$ cat config.mk
export PLATFORM = sky130hd
export DESIGN_NAME = modbus_rtu_slave_three_registers_top_flat
export DESIGN_NICKNAME = d
export VERILOG_FILES = /design/src/rtl/core/mbrs_pkg.sv /design/src/rtl/core/mbrs_ifs.sv /design/src/rtl/core/mbrs_front.sv /design/src/rtl/core/mbrs_cmd_fifo.sv /design/src/rtl/core/mbrs_back.sv /design/src/rtl/core/modbus_rtu_slave_three_registers_top.sv /design/src/flat_wrapper.sv
export SDC_FILE = /design/constraint.sdc
export NUM_CORES = 1
export LEC_CHECK = 0
export BUFFER_PORTS_ARGS = -buffer_cell sky130_fd_sc_hd__buf_2
export CELL_PAD_IN_SITES_DETAIL_PLACEMENT = 1
export CELL_PAD_IN_SITES_GLOBAL_PLACEMENT = 2
export CORE_MARGIN = 2
export CORE_UTILIZATION = 35
export DETAILED_ROUTE_END_ITERATION = 8
export GPL_ROUTABILITY_DRIVEN = 0
export PLACE_DENSITY_LB_ADDON = 0.1
export SYNTH_ARGS = -nofsm -noshare
export SYNTH_HDL_FRONTEND = slang
export SYNTH_SLANG_ARGS = --single-unit
$ cat constraint.sdc
create_clock -name clk -period 3.8 [get_ports clk]
set_input_delay 0 -clock clk [delete_from_list [all_inputs] [get_ports clk]]
set_output_delay 0 -clock clk [all_outputs]
set_load 0.01 [all_outputs]
$ cat src/rtl/core/mbrs_pkg.sv
package mbrs_pkg;

  localparam int unsigned HDR_LEN   = 6;
  localparam int unsigned CMD_DEPTH = 2;
  localparam logic [3:0]  GAP_MAX   = 4'd15;
  localparam logic [3:0]  RESP_LAST = 4'd10;
  localparam logic [3:0]  CRC_FIRST = 4'd9;

  localparam logic [7:0]  FUNC_READ  = 8'h03;
  localparam logic [7:0]  FUNC_WRITE = 8'h06;
  localparam logic [7:0]  RESP_COUNT = 8'h06;
  localparam logic [15:0] CRC_INIT   = 16'hFFFF;
  localparam logic [15:0] CRC_POLY   = 16'hA001;

  localparam logic [1:0]  CFG_SLAVE_ADDRESS = 2'd0;
  localparam logic [1:0]  CFG_GAP_THRESHOLD = 2'd1;

  localparam logic        OP_BYTE = 1'b0;
  localparam logic        OP_TICK = 1'b1;

  localparam logic [1:0]  REG_FIRST  = 2'd0;
  localparam logic [1:0]  REG_SECOND = 2'd1;
  localparam logic [1:0]  REG_MODE   = 2'd2;

  typedef enum logic {
    CMD_WRITE,
    CMD_READ
  } cmd_kind_t;

  typedef struct packed {
    cmd_kind_t  kind;
    logic [1:0] reg_sel;
    logic [7:0] data;
  } cmd_t;

  typedef enum logic {
    BK_IDLE,
    BK_SEND
  } back_state_t;

  function automatic logic [15:0] crc_byte(input logic [15:0] crc_in, input logic [7:0] din);
    logic [15:0] c;
    c = crc_in ^ {8'h00, din};
    for (int b = 0; b < 8; b++) begin
      if (c[0]) begin
        c = (c >> 1) ^ CRC_POLY;
      end else begin
        c = c >> 1;
      end
    end
    return c;
  endfunction

endpackage

$ cat src/rtl/core/mbrs_ifs.sv
interface mbrs_in_if;
  logic       valid;
  logic       ready;
  logic       opcode;
  logic [7:0] rx_byte;
  modport source (output valid, output opcode, output rx_byte, input ready);
  modport sink (input valid, input opcode, input rx_byte, output ready);
endinterface

interface mbrs_out_if;
  logic       valid;
  logic       ready;
  logic [7:0] tx_byte;
  logic       last_byte;
  modport source (output valid, output tx_byte, output last_byte, input ready);
  modport sink (input valid, input tx_byte, input last_byte, output ready);
endinterface

interface mbrs_cfg_if;
  logic       valid;
  logic       ready;
  logic [1:0] index;
  logic [7:0] data;
  modport source (output valid, output index, output data, input ready);
  modport sink (input valid, input index, input data, output ready);
endinterface

$ cat src/rtl/core/mbrs_front.sv
module mbrs_front #(
  parameter int unsigned RX_COUNT_LIMIT = 255
) (
  input  logic               clk,
  input  logic               rst,
  mbrs_in_if.sink            items,
  input  logic [7:0]         slave_address,
  input  logic [3:0]         gap_threshold,
  input  logic               cmd_full,
  output logic               cmd_push,
  output mbrs_pkg::cmd_t     cmd_data
);

  logic [7:0] rx_count;
  logic [7:0] header_bytes [mbrs_pkg::HDR_LEN];
  logic [3:0] gap_count;
  logic [3:0] gap_next;
  logic       accept;
  logic       handle;
  logic       addr_hit;
  logic       reg_ok;

  assign items.ready = !cmd_full;
  assign accept      = items.valid && items.ready;

  assign gap_next = (gap_count < mbrs_pkg::GAP_MAX) ? gap_count + 4'd1 : gap_count;
  assign handle   = accept && (items.opcode == mbrs_pkg::OP_TICK) && (rx_count != 8'd0)
                    && (gap_next >= gap_threshold);
  assign addr_hit = header_bytes[0] == slave_address;
  assign reg_ok   = (header_bytes[2] == 8'd0) && (header_bytes[3] < 8'd3);

  always_comb begin
    cmd_push         = 1'b0;
    cmd_data.kind    = mbrs_pkg::CMD_WRITE;
    cmd_data.reg_sel = header_bytes[3][1:0];
    cmd_data.data    = header_bytes[5];
    if (handle && addr_hit) begin
      if (header_bytes[1] == mbrs_pkg::FUNC_WRITE) begin
        cmd_push = reg_ok;
      end else if (header_bytes[1] == mbrs_pkg::FUNC_READ) begin
        cmd_push      = 1'b1;
        cmd_data.kind = mbrs_pkg::CMD_READ;
      end
    end
  end

  always_ff @(posedge clk) begin
    if (rst) begin
      rx_count  <= 8'd0;
      gap_count <= 4'd0;
      for (int i = 0; i < int'(mbrs_pkg::HDR_LEN); i++) begin
        header_bytes[i] <= 8'd0;
      end
    end else if (accept) begin
      if (items.opcode == mbrs_pkg::OP_BYTE) begin
        if (rx_count < 8'(mbrs_pkg::HDR_LEN)) begin
          header_bytes[rx_count[2:0]] <= items.rx_byte;
        end
        if (rx_count < 8'(RX_COUNT_LIMIT)) begin
          rx_count <= rx_count + 8'd1;
        end
        gap_count <= 4'd1;
      end else if (rx_count != 8'd0) begin
        if (handle) begin
          rx_count  <= 8'd0;
          gap_count <= 4'd0;
        end else begin
          gap_count <= gap_next;
        end
      end
    end
  end

endmodule

$ cat src/rtl/core/mbrs_cmd_fifo.sv
module mbrs_cmd_fifo (
  input  logic           clk,
  input  logic           rst,
  input  logic           push,
  input  mbrs_pkg::cmd_t push_data,
  input  logic           pop,
  output logic           full,
  output logic           not_empty,
  output mbrs_pkg::cmd_t head
);

  localparam int unsigned PtrW = $clog2(mbrs_pkg::CMD_DEPTH);

  mbrs_pkg::cmd_t      entries [mbrs_pkg::CMD_DEPTH];
  logic [PtrW-1:0]     wr_ptr;
  logic [PtrW-1:0]     rd_ptr;
  logic [PtrW:0]       count;
  logic                do_push;
  logic                do_pop;

  assign full      = count == (PtrW+1)'(mbrs_pkg::CMD_DEPTH);
  assign not_empty = count != '0;
  assign head      = entries[rd_ptr];
  assign do_push   = push && !full;
  assign do_pop    = pop && not_empty;

  always_ff @(posedge clk) begin
    if (do_push) begin
      entries[wr_ptr] <= push_data;
    end
  end

  always_ff @(posedge clk) begin
    if (rst) begin
      wr_ptr <= '0;
      rd_ptr <= '0;
      count  <= '0;
    end else begin
      if (do_push) begin
        wr_ptr <= (wr_ptr == PtrW'(mbrs_pkg::CMD_DEPTH - 1)) ? '0 : wr_ptr + 1'b1;
      end
      if (do_pop) begin
        rd_ptr <= (rd_ptr == PtrW'(mbrs_pkg::CMD_DEPTH - 1)) ? '0 : rd_ptr + 1'b1;
      end
      if (do_push && !do_pop) begin
        count <= count + 1'b1;
      end else if (do_pop && !do_push) begin
        count <= count - 1'b1;
      end
    end
  end

endmodule

$ cat src/rtl/core/mbrs_back.sv
module mbrs_back (
  input  logic           clk,
  input  logic           rst,
  input  logic [7:0]     slave_address,
  input  logic           cmd_valid,
  input  mbrs_pkg::cmd_t cmd_head,
  output logic           cmd_pop,
  mbrs_out_if.source     resp
);

  mbrs_pkg::back_state_t state;
  mbrs_pkg::back_state_t state_next;

  logic [7:0]  first_address_reg;
  logic [7:0]  second_address_reg;
  logic [7:0]  mode_reg;
  logic [3:0]  idx;
  logic [15:0] crc;
  logic        out_valid;
  logic [7:0]  out_byte;
  logic        out_last;
  logic        advance;
  logic        send_beat;
  logic [7:0]  cur_byte;

  assign advance     = !out_valid || resp.ready;
  assign resp.valid     = out_valid;
  assign resp.tx_byte   = out_byte;
  assign resp.last_byte = out_last;

  always_comb begin
    state_next = state;
    case (state)
      mbrs_pkg::BK_IDLE: begin
        if (cmd_valid && cmd_head.kind == mbrs_pkg::CMD_READ) begin
          state_next = mbrs_pkg::BK_SEND;
        end
      end
      mbrs_pkg::BK_SEND: begin
        if (advance && idx == mbrs_pkg::RESP_LAST) begin
          state_next = mbrs_pkg::BK_IDLE;
        end
      end
      default: state_next = mbrs_pkg::BK_IDLE;
    endcase
  end

  always_comb begin
    cmd_pop   = 1'b0;
    send_beat = 1'b0;
    case (state)
      mbrs_pkg::BK_IDLE: cmd_pop   = cmd_valid;
      mbrs_pkg::BK_SEND: send_beat = advance;
      default: begin
        cmd_pop   = 1'b0;
        send_beat = 1'b0;
      end
    endcase
  end

  always_comb begin
    case (idx)
      4'd0:    cur_byte = slave_address;
      4'd1:    cur_byte = mbrs_pkg::FUNC_READ;
      4'd2:    cur_byte = mbrs_pkg::RESP_COUNT;
      4'd4:    cur_byte = first_address_reg;
      4'd6:    cur_byte = second_address_reg;
      4'd8:    cur_byte = mode_reg;
      4'd9:    cur_byte = crc[7:0];
      4'd10:   cur_byte = crc[15:8];
      default: cur_byte = 8'h00;
    endcase
  end

  always_ff @(posedge clk) begin
    if (rst) begin
      state              <= mbrs_pkg::BK_IDLE;
      first_address_reg  <= 8'd0;
      second_address_reg <= 8'd0;
      mode_reg           <= 8'd1;
      idx                <= 4'd0;
      crc                <= mbrs_pkg::CRC_INIT;
      out_valid          <= 1'b0;
    end else begin
      state <= state_next;
      if (cmd_pop) begin
        if (cmd_head.kind == mbrs_pkg::CMD_READ) begin
          idx <= 4'd0;
          crc <= mbrs_pkg::CRC_INIT;
        end else begin
          case (cmd_head.reg_sel)
            mbrs_pkg::REG_FIRST:  first_address_reg  <= cmd_head.data;
            mbrs_pkg::REG_SECOND: second_address_reg <= cmd_head.data;
            mbrs_pkg::REG_MODE:   mode_reg           <= cmd_head.data;
            default: ;
          endcase
        end
      end
      if (send_beat) begin
        out_valid <= 1'b1;
        idx       <= idx + 4'd1;
        if (idx < mbrs_pkg::CRC_FIRST) begin
          crc <= mbrs_pkg::crc_byte(crc, cur_byte);
        end
      end else if (resp.ready) begin
        out_valid <= 1'b0;
      end
    end
  end

  always_ff @(posedge clk) begin
    if (send_beat) begin
      out_byte <= cur_byte;
      out_last <= idx == mbrs_pkg::RESP_LAST;
    end
  end

endmodule

$ cat src/rtl/core/modbus_rtu_slave_three_registers_top.sv
// Channel  Dir  Fields                 Beat when
// items    in   opcode, rx_byte        items.valid && items.ready
// resp     out  tx_byte, last_byte     resp.valid && resp.ready
// cfg      in   index, data            cfg.valid && cfg.ready (always ready)
//
// One item per cycle while the two-entry command queue has room.
// A read request holds the response unit for 11 output beats, one per cycle
// when the sink is ready; CRC advances one byte per beat for beats 0-8.
// Synchronous active-high reset; no clearing pass.
// Input stalls only when the command queue fills behind a pending response.
module modbus_rtu_slave_three_registers_top #(
  parameter int unsigned RX_COUNT_LIMIT = 255
) (
  input logic         clk,
  input logic         rst,
  mbrs_in_if.sink     items,
  mbrs_out_if.source  resp,
  mbrs_cfg_if.sink    cfg
);

  logic [7:0]     slave_address;
  logic [3:0]     gap_threshold;
  logic           cmd_full;
  logic           cmd_push;
  logic           cmd_valid;
  logic           cmd_pop;
  mbrs_pkg::cmd_t cmd_in;
  mbrs_pkg::cmd_t cmd_head;

  assign cfg.ready = 1'b1;

  always_ff @(posedge clk) begin
    if (rst) begin
      slave_address <= 8'd1;
      gap_threshold <= 4'd3;
    end else if (cfg.valid && cfg.ready) begin
      case (cfg.index)
        mbrs_pkg::CFG_SLAVE_ADDRESS: slave_address <= cfg.data;
        mbrs_pkg::CFG_GAP_THRESHOLD: gap_threshold <= cfg.data[3:0];
        default: ;
      endcase
    end
  end

  mbrs_front #(
    .RX_COUNT_LIMIT(RX_COUNT_LIMIT)
  ) u_front (
    .clk           (clk),
    .rst           (rst),
    .items         (items),
    .slave_address (slave_address),
    .gap_threshold (gap_threshold),
    .cmd_full      (cmd_full),
    .cmd_push      (cmd_push),
    .cmd_data      (cmd_in)
  );

  mbrs_cmd_fifo u_fifo (
    .clk       (clk),
    .rst       (rst),
    .push      (cmd_push),
    .push_data (cmd_in),
    .pop       (cmd_pop),
    .full      (cmd_full),
    .not_empty (cmd_valid),
    .head      (cmd_head)
  );

  mbrs_back u_back (
    .clk           (clk),
    .rst           (rst),
    .slave_address (slave_address),
    .cmd_valid     (cmd_valid),
    .cmd_head      (cmd_head),
    .cmd_pop       (cmd_pop),
    .resp          (resp)
  );

endmodule
$ cat src/flat_wrapper.sv
// flat-port wrapper written by rule: the top's interface ports become plain ports
module modbus_rtu_slave_three_registers_top_flat 
#(
  parameter int unsigned RX_COUNT_LIMIT = 255
)
  (clk, rst, items_valid, items_opcode, items_rx_byte, items_ready, resp_valid, resp_tx_byte, resp_last_byte, resp_ready, cfg_valid, cfg_index, cfg_data, cfg_ready);
  mbrs_in_if items_i ();
  mbrs_out_if resp_i ();
  mbrs_cfg_if cfg_i ();
  input logic clk;
  input logic rst;
  input wire logic [$bits(items_i.valid)-1:0] items_valid;
  input wire logic [$bits(items_i.opcode)-1:0] items_opcode;
  input wire logic [$bits(items_i.rx_byte)-1:0] items_rx_byte;
  output wire logic [$bits(items_i.ready)-1:0] items_ready;
  output wire logic [$bits(resp_i.valid)-1:0] resp_valid;
  output wire logic [$bits(resp_i.tx_byte)-1:0] resp_tx_byte;
  output wire logic [$bits(resp_i.last_byte)-1:0] resp_last_byte;
  input wire logic [$bits(resp_i.ready)-1:0] resp_ready;
  input wire logic [$bits(cfg_i.valid)-1:0] cfg_valid;
  input wire logic [$bits(cfg_i.index)-1:0] cfg_index;
  input wire logic [$bits(cfg_i.data)-1:0] cfg_data;
  output wire logic [$bits(cfg_i.ready)-1:0] cfg_ready;
  assign items_i.valid = items_valid;
  assign items_i.opcode = items_opcode;
  assign items_i.rx_byte = items_rx_byte;
  assign items_ready = items_i.ready;
  assign resp_valid = resp_i.valid;
  assign resp_tx_byte = resp_i.tx_byte;
  assign resp_last_byte = resp_i.last_byte;
  assign resp_i.ready = resp_ready;
  assign cfg_i.valid = cfg_valid;
  assign cfg_i.index = cfg_index;
  assign cfg_i.data = cfg_data;
  assign cfg_ready = cfg_i.ready;
  modbus_rtu_slave_three_registers_top #(.RX_COUNT_LIMIT(RX_COUNT_LIMIT)) u_core (.clk(clk), .rst(rst), .items(items_i), .resp(resp_i), .cfg(cfg_i));
endmodule
## Word-level counts from Yosys, hierarchy flattened

Memory sizes are Yosys's and may differ from the RTL's. A register that Yosys moved wholly into a read port is not among the register bits.
Cells that the tools add are included.

| storage, ports and cells | value |
|---|---|
| register bits after elaboration | 83 |
| memory bits (writable) | 70 |
| bits of input ports | 24 |
| memories | 2 |

Memory list:

| memory | words | bits a word | rd ports | clocked after Yosys merged registers in | wr ports | line | RTL |
|---|---|---|---|---|---|---|---|
| u_core.u_front.header_bytes | 6 | 8 | 5 | 0 | 6 | mbrs_front.sv:15 | `logic [7:0] header_bytes [mbrs_pkg::HDR_LEN];` |
| u_core.u_fifo.entries | 2 | 11 | 1 | 1 | 1 | mbrs_cmd_fifo.sv:14 | `mbrs_pkg::cmd_t entries [mbrs_pkg::CMD_DEPTH];` |

| operators by class | value |
|---|---|
| add/subtract/negate cells | 7 |
| magnitude comparators | 6 |
| equal/unequal tests | 16 |
| multiplexer cells | 75 |
| bitwise logic cells | 11 |
| reduce and logical (&&, ||, !) cells | 37 |

Operators with widths:

| kind | number |
|---|---|
| 16-bit 2-to-1 mux | 33 |
| 8-bit one-hot mux with 8 select lines | 1 |
| 8-bit 2-to-1 mux | 5 |
| 4-bit 2-to-1 mux | 7 |
| 1-bit 2-to-1 mux | 25 |
| 2-bit NOT with 3-bit output | 8 |
| 16-bit by 8-bit XOR with 16-bit output | 1 |
| 4-bit == test (second input constant) | 3 |
| 1-bit logical AND | 12 |
| 2-bit nonzero test | 6 |
| 3-bit AND reduction | 3 |
| 4-bit by 1-bit adder with 4-bit output (second input constant) | 2 |
| 8-bit by 1-bit adder with 8-bit output (second input constant) | 1 |
| 4-bit by 3-bit == test with 1-bit output (second input constant) | 2 |
| 8-bit by 2-bit == test with 1-bit output (second input constant) | 1 |
| 8-bit by 3-bit == test with 1-bit output (second input constant) | 1 |
| 8-bit == test | 1 |
| 8-bit zero test | 1 |
| 4-bit less-than comparator (second input constant) | 2 |
| 8-bit by 2-bit less-than comparator with 1-bit output (second input constant) | 1 |
| 8-bit by 3-bit less-than comparator with 1-bit output (second input constant) | 1 |
| 8-bit less-than comparator (second input constant) | 1 |
| 2-bit AND reduction | 4 |
| 8-bit nonzero test | 1 |
| 19 further kinds | 29 |

## Depth between registers and ports, before layout

Gate-level depths: netlist (run 1).

| logic depth | value |
|---|---|
| word-level depth | 42 |
| depth in mapped cells | 14 |
| depth with buffers taken out | 14 |

## By module

A second synthesis (run 1) with hierarchy kept.

| unflattened totals | value |
|---|---|
| cells, all modules | 652 |
| area total of the unflattened synthesis | 7,135.6 µm² |

By module, submodules not included:

| module | times used | cells each | area an instance (µm²) | seq. area each (µm²) |
|---|---|---|---|---|
| mbrs_back | 1 | 315 | 3,014.1 | 1,191.1 |
| mbrs_front | 1 | 226 | 2,581.2 | 1,441.4 |
| mbrs_cmd_fifo | 1 | 59 | 1,009.7 | 760.7 |
| modbus_rtu_slave_three_registers_top | 1 | 52 | 530.5 | 240.2 |

## Least setup slack after synthesis (run 1)

OpenSTA, ideal clock, no wires.

| timing path | value |
|---|---|
| path kind | reg2reg |
| start | register u_core.u_front.gap_count[0] |
| end | register u_core.u_fifo.count[1] |
| library setup time | 71 ps |
| arrival time | 2,816 ps |
| path slack | 913 ps |
| stages on the path, launching flop included | 13 |
| period minus slack after synthesis | 2,887 ps |
| cells stage by stage | dfxtp_1 > ha_1 > nand3_1 > mux2_2 > ha_1 > a21o_1 > a21o_1 > a21o_1 > nand4_1 > nor2_1 > ha_1 > or3_1 > a21oi_1 |

| on the way | value |
|---|---|
| longest elaborated chain between the ends | 10 |
| elaborated cells between the ends (all ways) | 13 |
| classes of those cells | add/sub: 1; order compare: 2; mux: 3; reduce/logical: 7 |

Ends and longest elaborated chain:

| what | line | RTL |
|---|---|---|
| from (decl) | mbrs_front.sv:16 | `logic [3:0] gap_count;` |
| from (signal assigned) | mbrs_front.sv:68 | `gap_count <= gap_next;` |
| 4-bit by 1-bit adder with 4-bit output / 4-bit less-than comparator (equally long branches) | mbrs_front.sv:26 | `assign gap_next = (gap_count < mbrs_pkg::GAP_MAX) ? gap_count + 4'd1 : gap_count;` |
| 4-bit 2-to-1 mux (*) | mbrs_front.sv:26 |  |
| 4-bit >= comparator (*) | mbrs_front.sv:28 | `&& (gap_next >= gap_threshold);` |
| 1-bit logical AND (*) | mbrs_front.sv:28 |  |
| 1-bit logical AND (*) | mbrs_front.sv:37 | `if (handle && addr_hit) begin` |
| 1-bit 2-to-1 mux (*) | mbrs_front.sv:37 |  |
| 1-bit logical AND (*) | mbrs_cmd_fifo.sv:24 | `assign do_push = push && !full;` |
| net u_core.u_fifo.do_push | mbrs_cmd_fifo.sv:18 | `logic do_push;` |
| 1-bit zero test | mbrs_cmd_fifo.sv:47 | `end else if (do_pop && !do_push) begin` |
| 1-bit logical AND | mbrs_cmd_fifo.sv:47 |  |
| 2-bit nonzero test (no line) | n/a |  |
| to (signal assigned) | mbrs_cmd_fifo.sv:46 | `count <= count + 1'b1;` |
| to (signal assigned) | mbrs_cmd_fifo.sv:48 | `count <= count - 1'b1;` |
| to (decl) | mbrs_cmd_fifo.sv:17 | `logic [PtrW:0] count;` |

The timed path passes the listed nets; every way through them passes the cells marked *.
A chain may end at the register's enable or synchronous reset.

## Final worst setup path (run 1)

Same ends and word-level chain as after synthesis.

==> flow_metrics.env, run 1 <==
export IMPL_antenna_found_initial=0
export IMPL_grt_usage_pct=17.65
export IMPL_synthCells=620
export IMPL_globalRouteMet2Util_pct=31.76
export IMPL_dr_first_iter_drc_count=207
export IMPL_firstDrtPassIters=5
export IMPL_num_vias=4741
export IMPL_fin_crit_sh_pct=84.48
export IMPL_p_int_mw=3.324
export IMPL_period_needed_ps=3210
export IMPL_fill_cells=2044
export IMPL_yosys_area_top_type="edfxtp_1"
export IMPL_clock_sinks=146
export IMPL_finalMaxSlewViolations=0
export IMPL_fp_dieW_um=142.1
export IMPL_overflow=0
export IMPL_postSynth_asyncResetShare_pct=0
export IMPL_root_buffer="clkbuf_16"
export IMPL_die_area_um2=20190
export IMPL_regMostFlops="u_core.u_front.header_bytes"
export IMPL_rr_worst_depth=12
export IMPL_worst_setup_path_end_kind="register"
export IMPL_syn2layout_area_growth_pct=16.33
export IMPL_synth_fp_nets=657
export IMPL_p_leak_nw=2.876
export IMPL_largest_reg_flops=40
export IMPL_reg2reg_slack_ps=590
export IMPL_synth_most_common_cell="nor2_1"
export IMPL_io_pins=36
export IMPL_reg2reg_to="u_core.u_fifo.count[1]"
export IMPL_peakVddDrop_uv=285.2
export IMPL_core_rowCount=50
export IMPL_outcome="complete, but fails checks"
export IMPL_layout_drive_gt1_share_pct=12.72
export IMPL_crit_fanout=5
export IMPL_timing_hold_ws_ps=-0.7448
export IMPL_start_util_pct=35.68
export IMPL_startpoint_type="register"
export IMPL_grt_pass1_wl_um=26920
export IMPL_grt_met3_usage_pct=3.297
export IMPL_power_switching_mw=1.384
export IMPL_htree_num_levels=4
export IMPL_fmax_ghz=0.3115
export IMPL_grt_busiest_layer="met2"
export IMPL_synth_area_leaders="edfxtp_1 (32%), dfxtp_1 (22%), nor2_1 (5.2%)"
export IMPL_routed_via_density=5.210
export IMPL_clk_pin_slew_worst_paths_ps=70
export IMPL_finClkSkew_ps=17.05
export IMPL_required_ps=4150
export IMPL_clockPowerShare_pct=35.4
export IMPL_die_h_um=142.1
export IMPL_hold_start="items_rx_byte[3]"
export IMPL_slew_headroom_pct=42.71
export IMPL_postRouteAntennaNets=0
export IMPL_worst_hold_path_endpoint="u_core.u_front.header_bytes[5][3]"
export IMPL_setup_tns_ps=0
export IMPL_clk_latency_ps=440
export IMPL_ys_flop_type="dfxtp_1"
export IMPL_synthTopCellsByCount="nor2_1 (93), dfxtp_1 (75), edfxtp_1 (71)"
export IMPL_syn_area_um2=6674
export IMPL_ys_seq_area_share_pct=54.44
export IMPL_avgSynthCellArea_um2=10.76
export IMPL_worstHoldPathCells=3
export IMPL_yosysTopAreaCellShare_pct=31.95
export IMPL_synth_cell_types=69
export IMPL_max_slew_worst_pin_slew_ps=855.7
export IMPL_hold_viol=1
export IMPL_first_global_vias=4994
export IMPL_wire_per_inst_um=18.36
export IMPL_grt_max_degree=78
export IMPL_remaining_drc_errors=0
export IMPL_top_regs="u_core.u_front.header_bytes (40), u_core.u_fifo.entries (22), u_core.u_back.crc (16)"
export IMPL_grtUsageMet1_pct=21.23
export IMPL_cts_made_buffers=17
export IMPL_hold_class="primary input to register"
export IMPL_setup_viol=0
export IMPL_coreArea_um2=18710
export IMPL_clk_path_buf_depth=2
export IMPL_powerDensity_nw_per_um2=606.4
export IMPL_antenna_cells=0
export IMPL_cp_arrival_ps=3560
export IMPL_wirelength_um=16710
export IMPL_p_sw_share_pct=29.40
export IMPL_power_frac_seq_pct=41.6
export IMPL_comb_power_share_pct=23.0
export IMPL_rsz0062_at_grt="no"
export IMPL_yosys_warnings=0
export IMPL_cts_tree="done"
export IMPL_postCtsResizedCells=0
export IMPL_synth_edff_count=71
export IMPL_dp_final_hpwl_um=12180
export IMPL_reg2reg_from="u_core.u_front.gap_count[0]"
export IMPL_violations="negative hold slack"
export IMPL_cap_violations=0
export IMPL_num_nets_final=701
export IMPL_portBuffers=34
export IMPL_critical_path_class="register to register"
export IMPL_synth_seq_cells=146
export IMPL_total_power_mw=4.708
[critical path, cell delays in order (launching register included)]
cell and delay, ps:
dfxtp_1 410, ha_1 270, nand3_1 170, mux2_2 320
ha_1 280, a21o_1 150, a21o_1 170, a21o_1 210
nand4_1 190, nor2_1 100, ha_1 350, or3_1 360
a21oi_1 140
[kinds of logic after synthesis]
group | share of synthesized area, %
AND/OR/NAND/NOR | 16.16
flip-flops | 54.44
AO/OA/AOI/OAI | 12.92
buffers and inverters | 3.937
XOR/XNOR | 5.643
multiplexers | 4.406
adder cells (fa/ha/maj) | 2.437
other | 0.05619
[per-stage QoR]
stage               std cells  hold slack, ps  cell area [um^2]  setup WS (ps)  util, %
floorplan                 620           117.9              6674          913.4        -
global placement          867           234.7              7067          688.4    37.78
detailed placement        867           243.9              7067          539.1    37.78
CTS                       910           2.140              7764          517.7    41.50
global route              910           15.42              7764          324.4    41.50
finish                    910         -0.7448              7764          589.6    41.50
[timing repair]
action | CTS | global route
hold endpoints to repair | 18 | 0
setup endpoints to repair | 0 | 0
hold buffers | 12 | 0
buffers inserted | 0 | 0
[layout by cell type (no fill, tap or decap), drive strengths merged, types with 4 or more instances in the layout]
master / count
nand2b: 22
nand3b: 6
nand3: 17
xor2: 11
a211oi: 26
o31ai: 6
inv: 33
ha: 13
nor3: 5
clkbuf: 18
a22oi: 4
a21oi: 21
o21bai: 4
edfxtp: 71
buf: 46
o21ai: 16
dlygate4sd3: 12
nor2b: 7
nand4: 6
a211o: 4
xnor2: 13
o22ai: 11
or4: 8
mux2i: 27
nor2: 93
a22o: 4
xnor3: 7
dfxtp: 75
nand2: 34
and2: 5
[power groups by stage]
stage | Combinational, mW | Sequential, mW | Clock (mW)
floorplan | 0.869 | 1.93 | 0
global placement | 1.06 | 1.99 | 0
detailed placement | 1.08 | 2.00 | 0
CTS | 1.10 | 1.96 | 1.71
global route | 1.20 | 1.98 | 1.77
finish | 1.08 | 1.96 | 1.67
[how the worst max path moves through the flow]
stage                                      startpoint                     endpoint  slack, ps  cells after the start
after global placement    u_core.u_front.gap_count[0]  u_core.u_fifo.entries[0][4]        690                     10
after CTS                 u_core.u_front.gap_count[0]  u_core.u_fifo.entries[0][2]        520                     10
after global routing      u_core.u_front.gap_count[0]  u_core.u_fifo.entries[0][2]        320                     10
after detailed placement  u_core.u_front.gap_count[0]  u_core.u_fifo.entries[0][8]        540                     10
final                     u_core.u_front.gap_count[0]       u_core.u_fifo.count[1]        590                     12
after floorplan           u_core.u_front.gap_count[0]       u_core.u_fifo.count[1]        910                     12
[metal layers]
metal / part of all wire [%] / wire [um]
met1: 44 / 7434
met2: 52 / 8736
met3: 2.0 / 342
met4: 1.2 / 195
met5: 0 / 0
[final cells by class]
cell class	instances	area (um^2)	share of cell area, %
flip-flops and latches	146	3633	46.80
well taps	234	292.8	3.771
multi-input cells	415	2783	35.84
repair buffers	58	380.4	4.899
clock buffers	18	429.2	5.528
clock inverters	13	147.6	1.902
inverters	26	97.59	1.257
No activity file was read; power rests on OpenSTA's default activity.
==> inputs of run 2 (changes only) <==
==> constraint.sdc (replaced) <==
create_clock -name clk -period 2.7 [get_ports clk]
set_input_delay 0 -clock clk [delete_from_list [all_inputs] [get_ports clk]]
set_output_delay 0 -clock clk [all_outputs]
set_load 0.01 [all_outputs]
==> run 2 against run 1 <==
Compared with the run above:
- cell area grew 9.5%
- largest power group unchanged
- register-to-register slack lost 670 ps
- the run ends with negative setup slack left
- via count grew 4.7%
- critical path type unchanged
- clock-buffer cell count shrank 1
- worst hold slack gained 6.9 ps
- fmax grew 16%
- global-route usage grew 0.18 points
- flip-flop and latch count is the same
- die area is the same
- first-iteration DRC count grew 4.8%
- non-clock buffer count grew 54
==> flow_metrics.env, run 2 (synthesis results as in run 1) <==
export IMPL_period_needed_ps=2778
export IMPL_critical_path_class="register to register"
export IMPL_syn2layout_area_growth_pct=27.41
export IMPL_first_global_vias=5214
export IMPL_rsz0062_at_grt="yes"
export IMPL_peakVddDrop_uv=444.5
export IMPL_num_vias=4962
export IMPL_comb_power_share_pct=27.8
export IMPL_clock_sinks=146
export IMPL_startpoint_type="register"
export IMPL_setup_viol=1
export IMPL_finClkSkew_ps=17.19
export IMPL_top_regs="u_core.u_front.header_bytes (40), u_core.u_fifo.entries (22), u_core.u_back.crc (16)"
export IMPL_crit_fanout=3
export IMPL_layout_cells_most_common_list="nor2_1 (92), edfxtp_1 (71), dfxtp_1 (70), buf_4 (58)"
export IMPL_fin_cells=965
export IMPL_firstDrtPassIters=4
export IMPL_total_power_mw=7.042
export IMPL_powerDensity_nw_per_um2=828.2
export IMPL_fp_dieW_um=142.1
export IMPL_grt_max_degree=71
export IMPL_required_ps=3040
export IMPL_clk_path_buf_depth=2
export IMPL_clockPowerShare_pct=33.5
export IMPL_die_area_um2=20190
export IMPL_clk_pin_slew_worst_paths_ps=70
export IMPL_p_sw_share_pct=31.64
export IMPL_root_buffer="clkbuf_16"
export IMPL_remaining_drc_errors=0
export IMPL_max_slew_worst_pin_slew_ps=874.0
export IMPL_die_h_um=142.1
export IMPL_p_int_mw=4.814
export IMPL_hold_class="primary input to register"
export IMPL_power_frac_seq_pct=38.7
export IMPL_worst_setup_path_end_kind="register"
export IMPL_finalInstanceArea_um2=8503
export IMPL_wirelength_um=17400
export IMPL_io_pins=36
export IMPL_finalWorstSetupSlack_ps=-77.89
export IMPL_cts_tree="done"
export IMPL_p_leak_nw=3.236
export IMPL_overflow=0
export IMPL_portBuffers=34
export IMPL_regMostFlops="u_core.u_front.header_bytes"
export IMPL_cts_made_buffers=17
export IMPL_finalMaxSlewViolations=0
export IMPL_timing_hold_ws_ps=6.112
export IMPL_largest_reg_flops=40
export IMPL_start_util_pct=35.68
export IMPL_htree_num_levels=4
export IMPL_grt_usage_pct=17.83
export IMPL_clk_latency_ps=430
export IMPL_grt_pass1_wl_um=27420
export IMPL_hold_viol=0
export IMPL_antenna_cells=0
export IMPL_cp_arrival_ps=3120
export IMPL_power_switching_mw=2.228
export IMPL_slew_headroom_pct=41.48
export IMPL_num_nets_final=755
export IMPL_postPlaceCellArea_um2=7438
export IMPL_outcome="complete, but fails checks"
export IMPL_cap_violations=0
export IMPL_wire_per_inst_um=18.03
export IMPL_final_util_pct=45.46
export IMPL_coreArea_um2=18710
export IMPL_routed_via_density=5.142
export IMPL_violations="negative setup slack"
export IMPL_core_rowCount=50
export IMPL_fmax_ghz=0.3600
export IMPL_dr_first_iter_drc_count=217
export IMPL_antenna_found_initial=0
export IMPL_reg2reg_slack_ps=-80
export IMPL_fin_crit_sh_pct=102.9
export IMPL_layout_commonest_cell="nor2_1"
export IMPL_postRouteAntennaNets=0
export IMPL_layout_drive_gt1_share_pct=25.44
export IMPL_dp_final_hpwl_um=12600
export IMPL_placed_cells=906
run 2: critical path: stages (launching register included):
cell and delay [ps]:
dfxtp_2 360, ha_4 160, nand3_4 110, xnor2_2 150, ha_1 290, nand2b_4 140, a21o_1 150, a21o_1 160
a21o_1 170, nand4_1 160, nor2_2 90, ha_4 180, xor2_2 140, or3_1 320, a21oi_1 130
run 2: path summary, 6_finish.rpt:
path / startpoint / to / cells past startpoint
max: u_core.u_front.gap_count[1] / u_core.u_fifo.count[1] / 14
min: items_rx_byte[3] / u_core.u_front.header_bytes[5][3] / 3
max reg2reg: u_core.u_front.gap_count[1] / u_core.u_fifo.count[1] / 14
min reg2reg: u_core.u_front.header_bytes[5][6] / u_core.u_fifo.entries[0][6] / 0
run 2: per-stage QoR:
stage	TNS, ps	setup slack, ps
floorplan	-35.12	-35.12
global placement	-140.0	-123.2
detailed placement	-767.9	-197.4
CTS	-101.9	-101.9
global route	-1884	-205.4
finish	-77.89	-77.89
run 2: power groups by stage:
| stage | registers [mW] | clock network, mW | logic, mW |
|---|---|---|---|
| after CTS | 2.73 | 2.42 | 1.81 |
| after floorplan | 2.72 | 0 | 1.19 |
| final | 2.72 | 2.36 | 1.96 |
| after global routing | 2.75 | 2.51 | 2.13 |
| after detailed placement | 2.77 | 0 | 1.75 |
| after global placement | 2.76 | 0 | 1.71 |
run 2: area by class of cell:
class,instances,area [um^2]
clock inverter,15,176.4
fill,2058,10200
sequential,146,3642
tap,234,292.8
inverter,26,100.1
multi-input combinational,415,3024
clock buffer,17,425.4
timing repair buffer,112,842.1
run 2: timing repair:
item	in CTS	in global routing
gates cloned	0	1
setup endpoints to repair	15	30
hold buffers	12	0
pin swaps	11	28
gates resized for setup	9	42
hold endpoints to repair	17	0
buffers inserted	1	14
run 2: routing by layer:
metal  part of all wire, %  global-route usage (%)  up-vias
met4                  0.79                   5.684        0
met2                    54                   32.34       64
met1                    44                   21.31     2460
met5                     0                       0        -
met3                   2.0                   3.331       10
li1                      -                       -     2428
==> inputs of run 3 (changes only) <==
--- a/config.mk
+++ b/config.mk
@@ -8,6 +8,7 @@
 export BUFFER_PORTS_ARGS = -buffer_cell sky130_fd_sc_hd__buf_2
 export CELL_PAD_IN_SITES_DETAIL_PLACEMENT = 1
 export CELL_PAD_IN_SITES_GLOBAL_PLACEMENT = 2
+export CORE_ASPECT_RATIO = 1.25
 export CORE_MARGIN = 2
 export CORE_UTILIZATION = 35
 export DETAILED_ROUTE_END_ITERATION = 8
==> run 3 against run 2 <==
Compared with the run above:
- the run still ends with negative setup slack left
- total power decreased by 1.3%
- first-iteration DRC count increased by 12%
- sequential share of layout area increased by 0.83 points
- clock skew decreased by 9.5 ps
- clock power about the same
- register-to-register slack improved by 30 ps
- die area about the same
- cell count decreased by 0.83%
- non-clock buffer count decreased by 6
- worst hold slack improved by 17 ps
- largest power group unchanged
==> flow_metrics.env, run 3 (synthesis results as in run 1) <==
export IMPL_grt_busiest_layer="met2"
export IMPL_cp_cell_sequence="ha_4 -> nand3_4 -> mux2_4 -> ha_4 -> a21o_1 -> a21o_1 -> a21o_1 -> nand4_1 -> buf_4 -> or3_1 -> inv_2 -> buf_12"
export IMPL_start_util_pct=35.67
export IMPL_layout_drive_gt1_share_pct=23.31
export IMPL_cts_made_buffers=17
export IMPL_grtUsageMet1_pct=19.01
export IMPL_violations="negative setup slack"
export IMPL_peakVddDrop_uv=424.7
export IMPL_remaining_drc_errors=0
export IMPL_dp_final_hpwl_um=12530
export IMPL_layout_commonest_cell="nor2_1"
export IMPL_period_needed_ps=2749
export IMPL_finalInstanceArea_um2=8349
export IMPL_clk_path_buf_depth=2
export IMPL_top_regs="u_core.u_front.header_bytes (40), u_core.u_fifo.entries (22), u_core.u_back.crc (16)"
export IMPL_startpoint_type="register"
export IMPL_cap_violations=0
export IMPL_root_buffer="clkbuf_16"
export IMPL_worst_setup_path_end_kind="register"
export IMPL_wire_per_inst_um=17.77
export IMPL_hold_viol=0
export IMPL_overflow=0
export IMPL_fmax_ghz=0.3638
export IMPL_layout_cells_most_common_list="nor2_1 (92), edfxtp_1 (71), dfxtp_1 (69), buf_4 (57)"
export IMPL_num_nets_final=749
export IMPL_routed_via_density=5.175
export IMPL_fin_crit_sh_pct=101.8
export IMPL_die_area_um2=20200
export IMPL_core_rowCount=56
export IMPL_crit_buf_inv=3
export IMPL_die_h_um=158.4
export IMPL_coreArea_um2=18710
export IMPL_wirelength_um=17000
export IMPL_total_power_mw=6.953
export IMPL_grt_met3_usage_pct=3.864
export IMPL_power_switching_mw=2.140
export IMPL_max_slew_worst_pin_slew_ps=847.6
export IMPL_finalMaxSlewViolations=0
export IMPL_crit_fanout=11
export IMPL_postPlaceCellArea_um2=7448
export IMPL_syn2layout_area_growth_pct=25.10
export IMPL_cp_arrival_ps=2890
export IMPL_p_sw_share_pct=30.78
export IMPL_grt_usage_pct=17.65
export IMPL_clock_sinks=146
export IMPL_slowest_delay_ps=380
export IMPL_fill_cells=2065
export IMPL_grt_max_degree=78
export IMPL_setup_viol=12
export IMPL_cts_tree="done"
export IMPL_num_vias=4952
export IMPL_postRouteAntennaNets=0
export IMPL_comb_power_share_pct=27.2
export IMPL_p_int_mw=4.812
export IMPL_grt_pass1_wl_um=27210
export IMPL_first_global_vias=5124
export IMPL_required_ps=2840
export IMPL_power_frac_seq_pct=38.9
export IMPL_clk_latency_ps=420
export IMPL_setup_tns_ps=-544.6
export IMPL_regMostFlops="u_core.u_front.header_bytes"
export IMPL_hold_class="primary input to register"
export IMPL_placed_cells=909
export IMPL_p_leak_nw=3.182
export IMPL_finalWorstSetupSlack_ps=-48.61
export IMPL_clk_pin_slew_worst_paths_ps=70
export IMPL_portBuffers=34
export IMPL_globalRouteMet2Util_pct=33.38
export IMPL_finClkSkew_ps=7.707
export IMPL_rsz0062_at_grt="yes"
export IMPL_antenna_found_initial=0
export IMPL_slowest_stage="or3_1"
export IMPL_fin_cells=957
export IMPL_cp_common_cell="a21o_1"
export IMPL_critical_path_class="register to register"
export IMPL_antenna_cells=0
export IMPL_outcome="complete, but fails checks"
export IMPL_dr_first_iter_drc_count=242
export IMPL_fp_dieW_um=127.5
export IMPL_io_pins=36
export IMPL_slew_headroom_pct=43.49
export IMPL_powerDensity_nw_per_um2=832.7
export IMPL_largest_reg_flops=40
export IMPL_critPathTopFamily="simple AND/OR/NAND/NOR gates"
export IMPL_firstDrtPassIters=4
export IMPL_clockPowerShare_pct=33.9
export IMPL_htree_num_levels=4
==> run 3: cell count changes in the layout (fill, tap and decap cells not counted), moves of 2 or more <==
| cell | previous run | this run |
|---|---|---|
| a21oi_1 | 16 | 19 |
| a21oi_2 | 4 | 1 |
| buf_12 | 3 | 1 |
| buf_6 | 5 | 3 |
| clkinv_8 | 4 | 0 |
| clkinvlp_4 | 2 | 0 |
| inv_2 | 1 | 3 |
| inv_6 | 2 | 7 |
| inv_8 | 7 | 5 |
| o21ai_1 | 6 | 8 |
| or4_1 | 3 | 8 |
| or4_4 | 5 | 0 |
==> run 3: power by group through the flow <==
stage                     Sequential, mW  Clock [mW]  Combinational, mW
after global placement              2.74           0               1.73
after global routing                2.73        2.52               2.07
final                               2.70        2.36               1.89
after floorplan                     2.72           0               1.19
after CTS                           2.70        2.43               1.82
after detailed placement            2.75           0               1.80
==> run 3: final cells by class <==
cell class	instances	area, um^2	share of cell area [%]
clock buffer	17	425.4	5.095
tap	232	290.3	3.477
inverter	26	97.59	1.169
timing repair buffer	106	762.0	9.126
clock inverter	15	160.2	1.918
multi-input combinational	415	2968	35.55
sequential	146	3646	43.67
==> run 3: worst min-delay path, cell delays in order <==
cell and delay (ps):
buf_2 80, nand2_1 160, inv_1 100
==> run 3: layer usage <==
layer | routed length [um] | vias to the layer above
li1 | - | 2422
met1 | 6881 | 2439
met2 | 9317 | 61
met3 | 383 | 30
met4 | 422 | 0
met5 | 0 | -
==> run 3: stage by stage <==
step / worst slack [ps] / util (%) / hold WS, ps
3_3_place_gp: -28.80 / 39.81 / 232.8
3_5_place_dp: -152.5 / 39.81 / 232.4
4_1_cts: -48.21 / 43.90 / 12.81
2_1_floorplan: -35.12 / - / 117.9
6_report: -48.61 / 44.63 / 22.73
5_1_grt: -131.5 / 44.63 / 26.37
==> run 3: final timing paths <==
check	slack [ps]	start	end	cells past startpoint
min reg2reg	460	u_core.u_front.header_bytes[5][4]	u_core.u_fifo.entries[1][4]	0
max	-50	u_core.u_front.gap_count[1]	u_core.u_fifo.entries[0][8]	12
max reg2reg	-50	u_core.u_front.gap_count[1]	u_core.u_fifo.entries[0][8]	12
min	20	items_rx_byte[4]	u_core.u_front.header_bytes[5][4]	3
==> run 3: repair_timing <==
| item | in CTS | in global routing |
|---|---|---|
| endpoints found under the hold margin | 15 | 0 |
| resized for setup | 16 | 20 |
| pin swaps | 13 | 8 |
| endpoints found under the setup margin | 27 | 37 |
| hold buffers | 11 | 0 |
| setup buffers | 1 | 5 |
